$ cat src/u2pf_pkg.sv
`default_nettype none

package u2pf_pkg;

  // Frame layout and character codes.
  localparam logic [8:0] FRAME_HEAD   = 9'd466;
  localparam int         CHECK_BIAS   = 200;
  localparam logic [7:0] SPACE_CODE   = 8'd32;
  localparam logic [7:0] UNKNOWN_CODE = 8'd63;
  localparam logic [7:0] IO_CODE      = 8'd133;

  // UTF-8 decoding of the two-byte Cyrillic range.
  localparam logic [6:0] LEAD_HI      = 7'h68;  // 0xD0 and 0xD1 share these bits
  localparam logic [7:0] CYR_FIRST    = 8'h90;
  localparam logic [7:0] CYR_LAST     = 8'hAF;
  localparam logic [7:0] CYR_OFFSET   = 8'd16;  // 0x90 lands on code 128
  localparam logic [7:0] IO_SECOND    = 8'h81;

  // Commands from the controller to the datapath.
  typedef struct packed {
    logic take;     // an input byte is accepted this cycle
    logic last;     // the accepted byte ends the string
    logic load;     // load the next frame word into the output register
    logic clr_cnt;  // text frame done, forget the kept characters
    logic text;     // the word belongs to the text frame
  } u2pf_cmd_t;

endpackage

`default_nettype wire

$ cat src/utf8_text_to_panel_frame_top.sv
// Text bytes are taken one per cycle; a byte without tlast causes no output.
// After the byte with tlast, the emit state loads the first frame word, and
// the clear and text frames follow at one word per cycle, 2*(TEXT_CHARS+5)
// words in all, paced by the output register; no byte is taken meanwhile.
// Reset (rst_n low, synchronous) clears the decoder, character count and
// sequencer; the character store keeps its contents and is never read stale.
`default_nettype none

module utf8_text_to_panel_frame_top
  import u2pf_pkg::*;
#(
  parameter int TEXT_CHARS = 10
) (
  input  wire logic        clk,
  input  wire logic        rst_n,
  input  wire logic        in_tvalid,
  output logic             in_tready,
  input  wire logic [7:0]  in_tdata,   // [7:0] in_byte
  input  wire logic        in_tlast,   // in_last
  output logic             out_tvalid,
  input  wire logic        out_tready,
  output logic [15:0]      out_tdata,  // [8:0] frame_word, [15:9] zero
  output logic             out_tlast,  // frame_end
  output logic             out_tuser   // run_last
);

  localparam int IDXW = $clog2(TEXT_CHARS + 5);

  u2pf_cmd_t       cmd;
  logic [IDXW-1:0] idx;
  logic [8:0]      word;

  u2pf_ctrl #(
    .TEXT_CHARS (TEXT_CHARS),
    .IDXW       (IDXW)
  ) u_ctrl (
    .clk        (clk),
    .rst_n      (rst_n),
    .in_tvalid  (in_tvalid),
    .in_tlast   (in_tlast),
    .in_tready  (in_tready),
    .out_tvalid (out_tvalid),
    .out_tready (out_tready),
    .out_tlast  (out_tlast),
    .out_tuser  (out_tuser),
    .cmd        (cmd),
    .idx_r      (idx)
  );

  u2pf_datapath #(
    .TEXT_CHARS (TEXT_CHARS),
    .IDXW       (IDXW)
  ) u_datapath (
    .clk     (clk),
    .rst_n   (rst_n),
    .cmd     (cmd),
    .idx     (idx),
    .in_byte (in_tdata),
    .word_r  (word)
  );

  assign out_tdata = {7'd0, word};

endmodule

`default_nettype wire

$ cat src/u2pf_datapath.sv
`default_nettype none

module u2pf_datapath
  import u2pf_pkg::*;
#(
  parameter int TEXT_CHARS = 10,
  parameter int IDXW       = $clog2(TEXT_CHARS + 5)
) (
  input  wire logic            clk,
  input  wire logic            rst_n,
  input  wire u2pf_cmd_t       cmd,
  input  wire logic [IDXW-1:0] idx,
  input  wire logic [7:0]      in_byte,
  output logic [8:0]           word_r
);

  localparam int CW    = $clog2(TEXT_CHARS + 1);
  localparam int IW    = (TEXT_CHARS > 1) ? $clog2(TEXT_CHARS) : 1;
  localparam int SUM_W = $clog2(TEXT_CHARS * 256 + 256 + CHECK_BIAS);

  logic          lead_r, lead_nxt;
  logic          d1_r, d1_nxt;
  logic [CW-1:0] count_r, count_nxt;
  logic [7:0]    store_r [TEXT_CHARS];
  logic [SUM_W-1:0] sum_r, sum_nxt;

  logic       room, is_ascii, is_lead, keep;
  logic [7:0] keep_code, pair_code;

  // Decode the incoming byte.
  assign room     = (count_r < CW'(TEXT_CHARS));
  assign is_ascii = (in_byte != 8'd0) && !in_byte[7];
  assign is_lead  = (in_byte[7:1] == LEAD_HI);

  // Map the second byte of a pair to a panel code.
  always_comb begin
    if (!d1_r && in_byte >= CYR_FIRST && in_byte <= CYR_LAST) begin
      pair_code = in_byte - CYR_OFFSET;
    end else if (!d1_r && in_byte == IO_SECOND) begin
      pair_code = IO_CODE;
    end else begin
      pair_code = UNKNOWN_CODE;
    end
  end

  // Character intake: pairs, plain ASCII and a dangling lead at the end.
  always_comb begin
    lead_nxt  = lead_r;
    d1_nxt    = d1_r;
    keep      = 1'b0;
    keep_code = in_byte;
    if (cmd.take && room) begin
      priority if (lead_r) begin
        keep      = 1'b1;
        keep_code = pair_code;
        lead_nxt  = 1'b0;
        d1_nxt    = 1'b0;
      end else if (is_ascii) begin
        keep = 1'b1;
      end else if (is_lead && cmd.last) begin
        keep      = 1'b1;
        keep_code = UNKNOWN_CODE;
      end else if (is_lead) begin
        lead_nxt = 1'b1;
        d1_nxt   = in_byte[0];
      end else begin
        // Any other byte is skipped.
        keep = 1'b0;
      end
    end
    if (cmd.take && cmd.last) begin
      lead_nxt = 1'b0;
      d1_nxt   = 1'b0;
    end
  end

  always_comb begin
    count_nxt = count_r;
    if (cmd.clr_cnt) begin
      count_nxt = '0;
    end else if (keep) begin
      count_nxt = count_r + CW'(1);
    end
  end

  // Frame word selection; slots are read back in reverse order.
  logic [IDXW-1:0] src;
  logic [7:0]      slot;
  logic [SUM_W-1:0] sum_biased;
  logic [8:0]      word_nxt;

  assign src        = IDXW'(TEXT_CHARS + 2) - idx;
  assign slot       = (cmd.text && (CW'(src) < count_r)) ? store_r[src[IW-1:0]] : SPACE_CODE;
  assign sum_biased = sum_r + SUM_W'(CHECK_BIAS);

  always_comb begin
    priority if (idx == IDXW'(0)) begin
      word_nxt = FRAME_HEAD;
    end else if (idx == IDXW'(1)) begin
      word_nxt = 9'd1;
    end else if (idx == IDXW'(2)) begin
      word_nxt = 9'(TEXT_CHARS);
    end else if (idx == IDXW'(TEXT_CHARS + 3)) begin
      word_nxt = 9'(sum_biased >> 8);
    end else if (idx == IDXW'(TEXT_CHARS + 4)) begin
      word_nxt = {1'b0, sum_biased[7:0]};
    end else begin
      word_nxt = {1'b0, slot};
    end
  end

  // Running check sum over words one through TEXT_CHARS+2.
  always_comb begin
    sum_nxt = sum_r;
    if (cmd.load) begin
      if (idx == IDXW'(0)) begin
        sum_nxt = '0;
      end else if (idx <= IDXW'(TEXT_CHARS + 2)) begin
        sum_nxt = sum_r + SUM_W'(word_nxt);
      end
    end
  end

  // Control state.
  always_ff @(posedge clk) begin
    if (!rst_n) begin
      lead_r  <= 1'b0;
      d1_r    <= 1'b0;
      count_r <= '0;
    end else begin
      lead_r  <= lead_nxt;
      d1_r    <= d1_nxt;
      count_r <= count_nxt;
    end
  end

  // Payload registers need no reset.
  always_ff @(posedge clk) begin
    if (keep) begin
      store_r[count_r[IW-1:0]] <= keep_code;
    end
    sum_r <= sum_nxt;
    if (cmd.load) begin
      word_r <= word_nxt;
    end
  end

endmodule

`default_nettype wire

$ cat src/u2pf_ctrl.sv
`default_nettype none

module u2pf_ctrl
  import u2pf_pkg::*;
#(
  parameter int TEXT_CHARS = 10,
  parameter int IDXW       = $clog2(TEXT_CHARS + 5)
) (
  input  wire logic       clk,
  input  wire logic       rst_n,
  input  wire logic       in_tvalid,
  input  wire logic       in_tlast,
  output logic            in_tready,
  output logic            out_tvalid,
  input  wire logic       out_tready,
  output logic            out_tlast,
  output logic            out_tuser,
  output u2pf_cmd_t       cmd,
  output logic [IDXW-1:0] idx_r
);

  typedef enum logic {ST_TEXT, ST_EMIT} state_t;

  state_t          state_r, state_nxt;
  logic [IDXW-1:0] idx_nxt;
  logic            text_r, text_nxt;
  logic            valid_r, valid_nxt;
  logic            last_r, last_nxt;
  logic            user_r, user_nxt;
  logic            advance, final_word;

  assign in_tready  = (state_r == ST_TEXT);
  assign out_tvalid = valid_r;
  assign out_tlast  = last_r;
  assign out_tuser  = user_r;

  assign advance    = (state_r == ST_EMIT) && (!valid_r || out_tready);
  assign final_word = (idx_r == IDXW'(TEXT_CHARS + 4));

  // Commands for the datapath.
  always_comb begin
    cmd.take    = in_tvalid && in_tready;
    cmd.last    = in_tlast;
    cmd.load    = advance;
    cmd.clr_cnt = advance && final_word && text_r;
    cmd.text    = text_r;
  end

  // Sequencing of the two frames.
  always_comb begin
    state_nxt = state_r;
    idx_nxt   = idx_r;
    text_nxt  = text_r;
    valid_nxt = valid_r && !out_tready;
    last_nxt  = last_r;
    user_nxt  = user_r;
    unique case (state_r)
      ST_TEXT: begin
        if (in_tvalid && in_tlast) begin
          state_nxt = ST_EMIT;
          idx_nxt   = '0;
          text_nxt  = 1'b0;
        end
      end
      ST_EMIT: begin
        if (advance) begin
          valid_nxt = 1'b1;
          last_nxt  = final_word;
          user_nxt  = final_word && text_r;
          if (final_word) begin
            idx_nxt  = '0;
            text_nxt = 1'b1;
            if (text_r) begin
              state_nxt = ST_TEXT;
            end
          end else begin
            idx_nxt = idx_r + IDXW'(1);
          end
        end
      end
      default: state_nxt = ST_TEXT;
    endcase
  end

  always_ff @(posedge clk) begin
    if (!rst_n) begin
      state_r <= ST_TEXT;
      idx_r   <= '0;
      text_r  <= 1'b0;
      valid_r <= 1'b0;
      last_r  <= 1'b0;
      user_r  <= 1'b0;
    end else begin
      state_r <= state_nxt;
      idx_r   <= idx_nxt;
      text_r  <= text_nxt;
      valid_r <= valid_nxt;
      last_r  <= last_nxt;
      user_r  <= user_nxt;
    end
  end

endmodule

`default_nettype wire

$ cat config.mk
export PLATFORM = sky130hd
export DESIGN_NAME = utf8_text_to_panel_frame_top
export DESIGN_NICKNAME = d
export VERILOG_FILES = /design/src/u2pf_pkg.sv /design/src/utf8_text_to_panel_frame_top.sv /design/src/u2pf_datapath.sv /design/src/u2pf_ctrl.sv
export SDC_FILE = /design/constraint.sdc
export NUM_CORES = 1
export LEC_CHECK = 0
export BUFFER_PORTS_ARGS = -buffer_cell sky130_fd_sc_hd__buf_4
export CORE_MARGIN = 3
export CORE_UTILIZATION = 50
export DETAILED_ROUTE_END_ITERATION = 6
export GPL_ROUTABILITY_DRIVEN = 0
export PLACE_DENSITY = 0.68
export SETUP_SLACK_MARGIN = 0.1
export SLEW_MARGIN = 20
export SYNTH_ARGS = -nofsm -noshare
export SYNTH_HDL_FRONTEND = slang
export SYNTH_SLANG_ARGS = --single-unit
$ cat constraint.sdc
create_clock -name clk -period 4.45 [get_ports clk]
set_clock_uncertainty 0.15 [all_clocks]
set_input_delay 0.89 -clock clk [delete_from_list [all_inputs] [get_ports clk]]
set_output_delay 0.89 -clock clk [all_outputs]
set_load 0.005 [all_outputs]
## Word level (Yosys, flattened, before mapping)

Memory sizes are Yosys's and may differ from the RTL's.
Cells that the tools add are included.
W data, S select, Z words.

| cells by class | value |
|---|---|
| add/sub/neg operators | 6 |
| $lt $le $gt $ge | 5 |
| eq/ne operators | 11 |
| muxes and demuxes | 42 |
| bitwise operators | 2 |
| reduce and logical (&&, ||, !) cells | 31 |

Operator list:

| kind | number |
|---|---|
| $mux W8 | 8 |
| $mux W9 | 4 |
| $mux W1 | 23 |
| $logic_and A1 B1 Y1 | 15 |
| $add A12 B8 Y12 const B | 1 |
| $add A12 B9 Y12 | 1 |
| $mux W12 | 1 |
| $mux W4 | 3 |
| $add A4 B1 Y4 const B | 2 |
| $eq A4 B4 Y1 const B | 2 |
| $eq A8 B8 Y1 const B | 1 |
| $ge A8 B8 Y1 const B | 1 |
| $le A8 B8 Y1 const B | 1 |
| $pmux W4 S2 | 1 |
| $reduce_bool A8 Y1 | 1 |
| $sub A8 B5 Y8 const B | 1 |
| $eq A7 B7 Y1 const B | 1 |
| $ne A2 B2 Y1 const B | 3 |
| $reduce_and A2 Y1 | 3 |
| $eq A4 B1 Y1 const B | 1 |
| $eq A4 B2 Y1 const B | 1 |
| $le A4 B4 Y1 const B | 1 |
| $logic_not A1 Y1 | 4 |
| $logic_not A4 Y1 | 1 |
| 11 further kinds | 16 |

| word-level totals | value |
|---|---|
| bits in registers | 36 |
| memory bits (writable) | 80 |
| bits of input ports | 13 |
| output and inout port bits | 20 |
| logic and storage cells | 109 |
| memories | 1 |

Memory list:

| name | words | bits a word | rd ports | clocked after memory_dff | wr ports | line | text |
|---|---|---|---|---|---|---|---|
| u_datapath.store_r | 10 | 8 | 1 | 0 | 1 | u2pf_datapath.sv:24 | `logic [7:0] store_r [TEXT_CHARS];` |

## Depth between registers and ports, before layout

| logic depth | value |
|---|---|
| depth in word-level cells | 11 |
| mapped depth | 19 |
| mapped depth without buffers | 15 |

## Hierarchy

Synthesis repeated with hierarchy kept, for this count alone.

| unflattened totals | value |
|---|---|
| cell total of the unflattened synthesis | 466 |
| area total of the unflattened synthesis | 5983.2 um^2 |

Modules (own cells, without submodules):

| module | times used | cells an instance | area each (um^2) | sequential area each (um^2) |
|---|---|---|---|---|
| u2pf_datapath | 1 | 404 | 5467.7 | 3153.0 |
| u2pf_ctrl | 1 | 54 | 459.2 | 180.2 |
| utf8_text_to_panel_frame_top | 1 | 8 | 56.3 | 0.0 |

## Worst setup path after synthesis

Ideal clock, no wire load.

| path | value |
|---|---|
| path type | reg-to-reg |
| from | register u_ctrl.idx_r[0] |
| to | register u_datapath.sum_r[8] (data pin) |
| setup time | 0.260 ns |
| arrival time | 4.138 ns |
| data required time | 4.040 ns |
| setup slack | -0.098 ns |
| cell stages (with the launch flop) | 20 |
| buffers on the path | 4 |
| clock period less this slack | 4.548 ns |
| cells stage by stage | dfxtp_1 > buf_2 > buf_2 > inv_1 > ha_1 > buf_2 > xor2_1 > clkbuf_1 > ha_1 > o21ai_0 > o2111a_1 > a41oi_1 > o21ai_1 > ha_1 > fa_1 > a211oi_1 > o21bai_1 > a31oi_1 > o21bai_1 > mux2i_1 |

| on the way | value |
|---|---|
| word-level cells in the longest chain between the ends | 11 |
| elaborated cells on any way between the ends | 17 |
| those cells by class | add/sub (2); order compare (1); eq/ne (4); mux (7); reduce/logical (2); memory (1) |

RTL lines:

| item | line | text |
|---|---|---|
| start, declared | u2pf_ctrl.sv:19 | `output logic [IDXW-1:0] idx_r` |
| start signal, assigned | u2pf_ctrl.sv:95 | `idx_r <= idx_nxt;` |
| $sub A4 B4 Y4 | u2pf_datapath.sv:92 | `assign src = IDXW'(TEXT_CHARS + 2) - idx;` |
| $lt A4 B4 Y1 | u2pf_datapath.sv:93 | `assign slot = (cmd.text && (CW'(src) < count_r)) ? store_r[src[IW-1:0]] : SPACE_CODE;` |
| $logic_and A1 B1 Y1 | u2pf_datapath.sv:93 |  |
| $mux W8 | u2pf_datapath.sv:93 |  |
| $mux W8 | u2pf_datapath.sv:105 | `end else if (idx == IDXW'(TEXT_CHARS + 4)) begin` |
| $mux W9 | u2pf_datapath.sv:103 | `end else if (idx == IDXW'(TEXT_CHARS + 3)) begin` |
| $mux W9 | u2pf_datapath.sv:101 | `end else if (idx == IDXW'(2)) begin` |
| $mux W9 | u2pf_datapath.sv:99 | `end else if (idx == IDXW'(1)) begin` |
| $mux W9 (*) | u2pf_datapath.sv:97 | `priority if (idx == IDXW'(0)) begin` |
| via u_datapath.word_nxt[0] | u2pf_datapath.sv:90 | `logic [8:0] word_nxt;` |
| $add A12 B9 Y12 (*) | u2pf_datapath.sv:119 | `sum_nxt = sum_r + SUM_W'(word_nxt);` |
| $mux W12 (*) | u2pf_datapath.sv:118 | `end else if (idx <= IDXW'(TEXT_CHARS + 2)) begin` |
| end signal, assigned | u2pf_datapath.sv:142 | `sum_r <= sum_nxt;` |
| end, declared | u2pf_datapath.sv:25 | `logic [SUM_W-1:0] sum_r, sum_nxt;` |

The timed path passes the listed nets; every way through them passes the cells marked *. The select of a mux whose other input is x is not followed.
A chain may end at the register's enable or synchronous reset.

## Final worst setup path

| path | value |
|---|---|
| from | register u_ctrl.idx_r[1] |
| to | register u_datapath.sum_r[8] (data pin) |

Same word-level chain as after synthesis.

==> flow_metrics.env <==
export IMPL_yosysSeqAreaShare=0.564
export IMPL_hold_violations=0
export IMPL_row_count=39
export IMPL_cts_root_buf="clkbuf_16"
export IMPL_crit_required_ps=4470
export IMPL_cts_tree="built"
export IMPL_most_common_layout_cells="101 x edfxtp_1, 34 x buf_4, 31 x nand2_1, 31 x a21oi_1"
export IMPL_max_slew_margin=0.498
export IMPL_p_leak_nw=2.40
export IMPL_criticalPathCategory="reg -> reg"
export IMPL_synth_area_um2=5910
export IMPL_grt_pass1_wl_mm=19.9
export IMPL_nNetsFinal=540
export IMPL_whs_path_depth=2
export IMPL_numClockSinks=116
export IMPL_postSynth_asyncResetShare=0
export IMPL_ys_flop_type="edfxtp_1"
export IMPL_cts_hold_buf=0
export IMPL_startpoint_type="flop"
export IMPL_fin_util=0.595
export IMPL_globalRouteTotalUtil=0.204
export IMPL_antenna_left=0
export IMPL_core_area_um2=11500
export IMPL_htreeDepth=4
export IMPL_critPathMaxStageDelay_ps=470
export IMPL_vias=3804
export IMPL_r2r_start="u_ctrl.idx_r[1]"
export IMPL_tightest_slew_ps=751
export IMPL_antenna_found_initial=0
export IMPL_initial_core_util=0.515
export IMPL_cts_repair_resize_count=0
export IMPL_clk_path_buf_depth=2
export IMPL_status="finished clean"
export IMPL_routed_wl_mm=12.5
export IMPL_first_global_vias=3857
export IMPL_r2r_slack_ps=390
export IMPL_setup_viol=0
export IMPL_insertion_delay_ps=410
export IMPL_syn_inst=463
export IMPL_min_to="u_ctrl.out_tlast"
export IMPL_yosys_warnings=0
export IMPL_end_kind="flop"
export IMPL_grt_overflow_total=0
export IMPL_drive_gt1_frac=0.191
export IMPL_portBuffers=25
export IMPL_postCtsSetupBuffers=0
export IMPL_antennaDiodeCount=0
export IMPL_synth_edf_count=101
export IMPL_num_io_pins=33
export IMPL_post_drt_wl_per_cell_um=19.0
export IMPL_syn_to_final_growth_pct=15.5
export IMPL_cts_clk_slew_worst_paths_ps=60
export IMPL_fill_cells=895
export IMPL_grt_max_degree=22
export IMPL_cts_buffers=17
export IMPL_drc=0
export IMPL_rr_worst_depth=14
export IMPL_die_area_um2=13200
export IMPL_die_h_um=115
export IMPL_critPathArrivalTime_ps=4080
export IMPL_hp_start="u_ctrl.out_tlast"
export IMPL_maxSlewViolCount=0
export IMPL_slowest_stage="fa_1"
export IMPL_worstPathMaxFanout=14
export IMPL_vdd_ir_drop_max_mv=0.263
export IMPL_avgSynthCellArea_um2=12.8
export IMPL_p_per_area_nw_per_um2=431
export IMPL_post_route_min_period_ps=4060
export IMPL_cap_violations=0
export IMPL_startpoint="u_ctrl.idx_r[1]"
export IMPL_path_cells="inv_1, ha_1, buf_4, mux4_2, nor2b_1, a211oi_1, a21oi_1, a31o_1, fa_1, a211oi_1, o21bai_1, a31oi_1, o21bai_1, mux2i_1"
export IMPL_rsz0062_at_grt="false"
export IMPL_whs_ps=313
export IMPL_drt_iter0_drc=219
export IMPL_drt_vias_per_instance=5.80
export IMPL_ys_types=61
export IMPL_reg2reg_to="u_datapath.sum_r[8]"
export IMPL_ys_ff_latch=116
export IMPL_min_path_type="reg -> reg"
export IMPL_finalSetupTns_ps=0
export IMPL_fmax_mhz=246
export IMPL_finalCritPeriodShare=0.913
export IMPL_dieWidth_um=115
export IMPL_hpwl_mm=8.67
export IMPL_dr_pass1_iters=4
export IMPL_layout_commonest_cell="edfxtp_1"
[per-stage QoR]
stage | std cells | cell area (um2) | worst slack [ps] | power (mW)
2_1_floorplan | 469 | 5930 | 109 | 1.55
3_3_place_gp | 624 | 6250 | 486 | 1.65
3_5_place_dp | 624 | 6250 | 397 | 1.66
4_1_cts | 656 | 6820 | 381 | 2.96
5_1_grt | 656 | 6820 | 127 | 3.05
6_report | 656 | 6820 | 386 | 2.94
[worst max-delay path by stage]
stage	to	cells past startpoint	slack (ps)
after floorplan	u_datapath.sum_r[8]	19	110
after global placement	u_datapath.sum_r[8]	14	490
after detailed placement	u_datapath.sum_r[8]	14	400
after CTS	u_datapath.sum_r[8]	14	380
after global routing	u_datapath.sum_r[8]	14	130
final	u_datapath.sum_r[8]	14	390
[final cells by class]
class / instances / area, um2 / share of cell area
Tap cell: 143 / 179 / 0.0262
Clock buffer: 18 / 429 / 0.0629
Clock inverter: 14 / 139 / 0.0204
Timing Repair Buffer: 34 / 255 / 0.0374
Multi-Input combinational cell: 316 / 2430 / 0.356
Sequential cell: 116 / 3330 / 0.489
Inverter: 15 / 56.3 / 0.00826
[per-layer routing]
metal  global-route usage  share of wire  routed length (um)  vias to the layer above
met5                    0              0                   0                        -
met4               0.0847          0.013                 167                        0
met3               0.0412          0.045                 565                       17
met2                0.350           0.51                6420                       96
met1                0.250           0.43                5320                     1880
li1                     -              -                   -                     1811
[report_power, final]
group          switching, mW  internal (mW)
clock                  0.481          0.815
combinational          0.223          0.180
sequential            0.0232           1.22
total                  0.728           2.21
[worst max-delay path, delay by kind of cell (launching register included)]
kind / cells / cell delay [ps]
AND/OR/NAND/NOR: 1 / 140
flip-flops: 1 / 440
multiplexers: 2 / 440
buffers and inverters: 2 / 390
AO/OA/AOI/OAI: 7 / 1400
adder cells (fa/ha/maj): 2 / 870
[flip-flops by register name (all words and copies together) (netlist names)]
signal,count
u_ctrl.out_tuser,1
u_datapath.count_r,4
u_ctrl.state_r,1
u_ctrl.out_tlast,1
u_datapath.lead_r,1
u_datapath.word_r,9
u_datapath.store_r,80
u_datapath.d1_r,1
u_ctrl.text_r,1
u_ctrl.idx_r,4
u_ctrl.out_tvalid,1
u_datapath.sum_r,12
[cell usage after synthesis, types with 2 or more instances]
master / n / area [um2]
edfxtp_1: 101 / 3030
a21oi_1: 31 / 155
nand2_1: 31 / 116
nor2_1: 27 / 101
ha_1: 26 / 325
o21ai_0: 21 / 105
mux4_2: 16 / 360
dfxtp_1: 15 / 300
inv_1: 15 / 56.3
nand3_1: 15 / 75.1
and2_1: 14 / 87.6
mux2i_1: 10 / 100
xnor2_1: 9 / 78.8
xor2_1: 9 / 78.8
nand2b_1: 8 / 50.1
buf_4: 7 / 52.6
clkbuf_1: 7 / 26.3
mux2_2: 7 / 78.8
nor3_1: 7 / 35.0
a211oi_1: 6 / 45.0
a21o_1: 5 / 37.5
and3_1: 5 / 31.3
buf_2: 5 / 25.0
nand3b_1: 5 / 37.5
nand4_1: 4 / 25.0
o21ai_1: 4 / 20.0
o21bai_1: 4 / 30.0
a31oi_1: 3 / 18.8
buf_1: 3 / 11.3
nor2b_1: 3 / 18.8
o21a_1: 3 / 22.5
a211o_1: 2 / 17.5
and3_4: 2 / 22.5
nor3b_1: 2 / 15.0
o211ai_1: 2 / 15.0
o221ai_1: 2 / 17.5
or2_1: 2 / 12.5
or2_2: 2 / 12.5
[kinds of logic (layout without fill, tap and decap cells)]
logic type / Yosys count / count (layout) / synth area share
simple gates: 135 / 135 / 0.123
flops: 116 / 116 / 0.564
compound gates: 96 / 96 / 0.107
buf+inv: 37 / 81 / 0.0290
mux: 33 / 33 / 0.0913
fa+ha+maj: 27 / 27 / 0.0585
xor+xnor: 18 / 18 / 0.0267
other cells: 1 / 7 / 0.000635
Note: power is estimated with default switching activity, not from simulation.
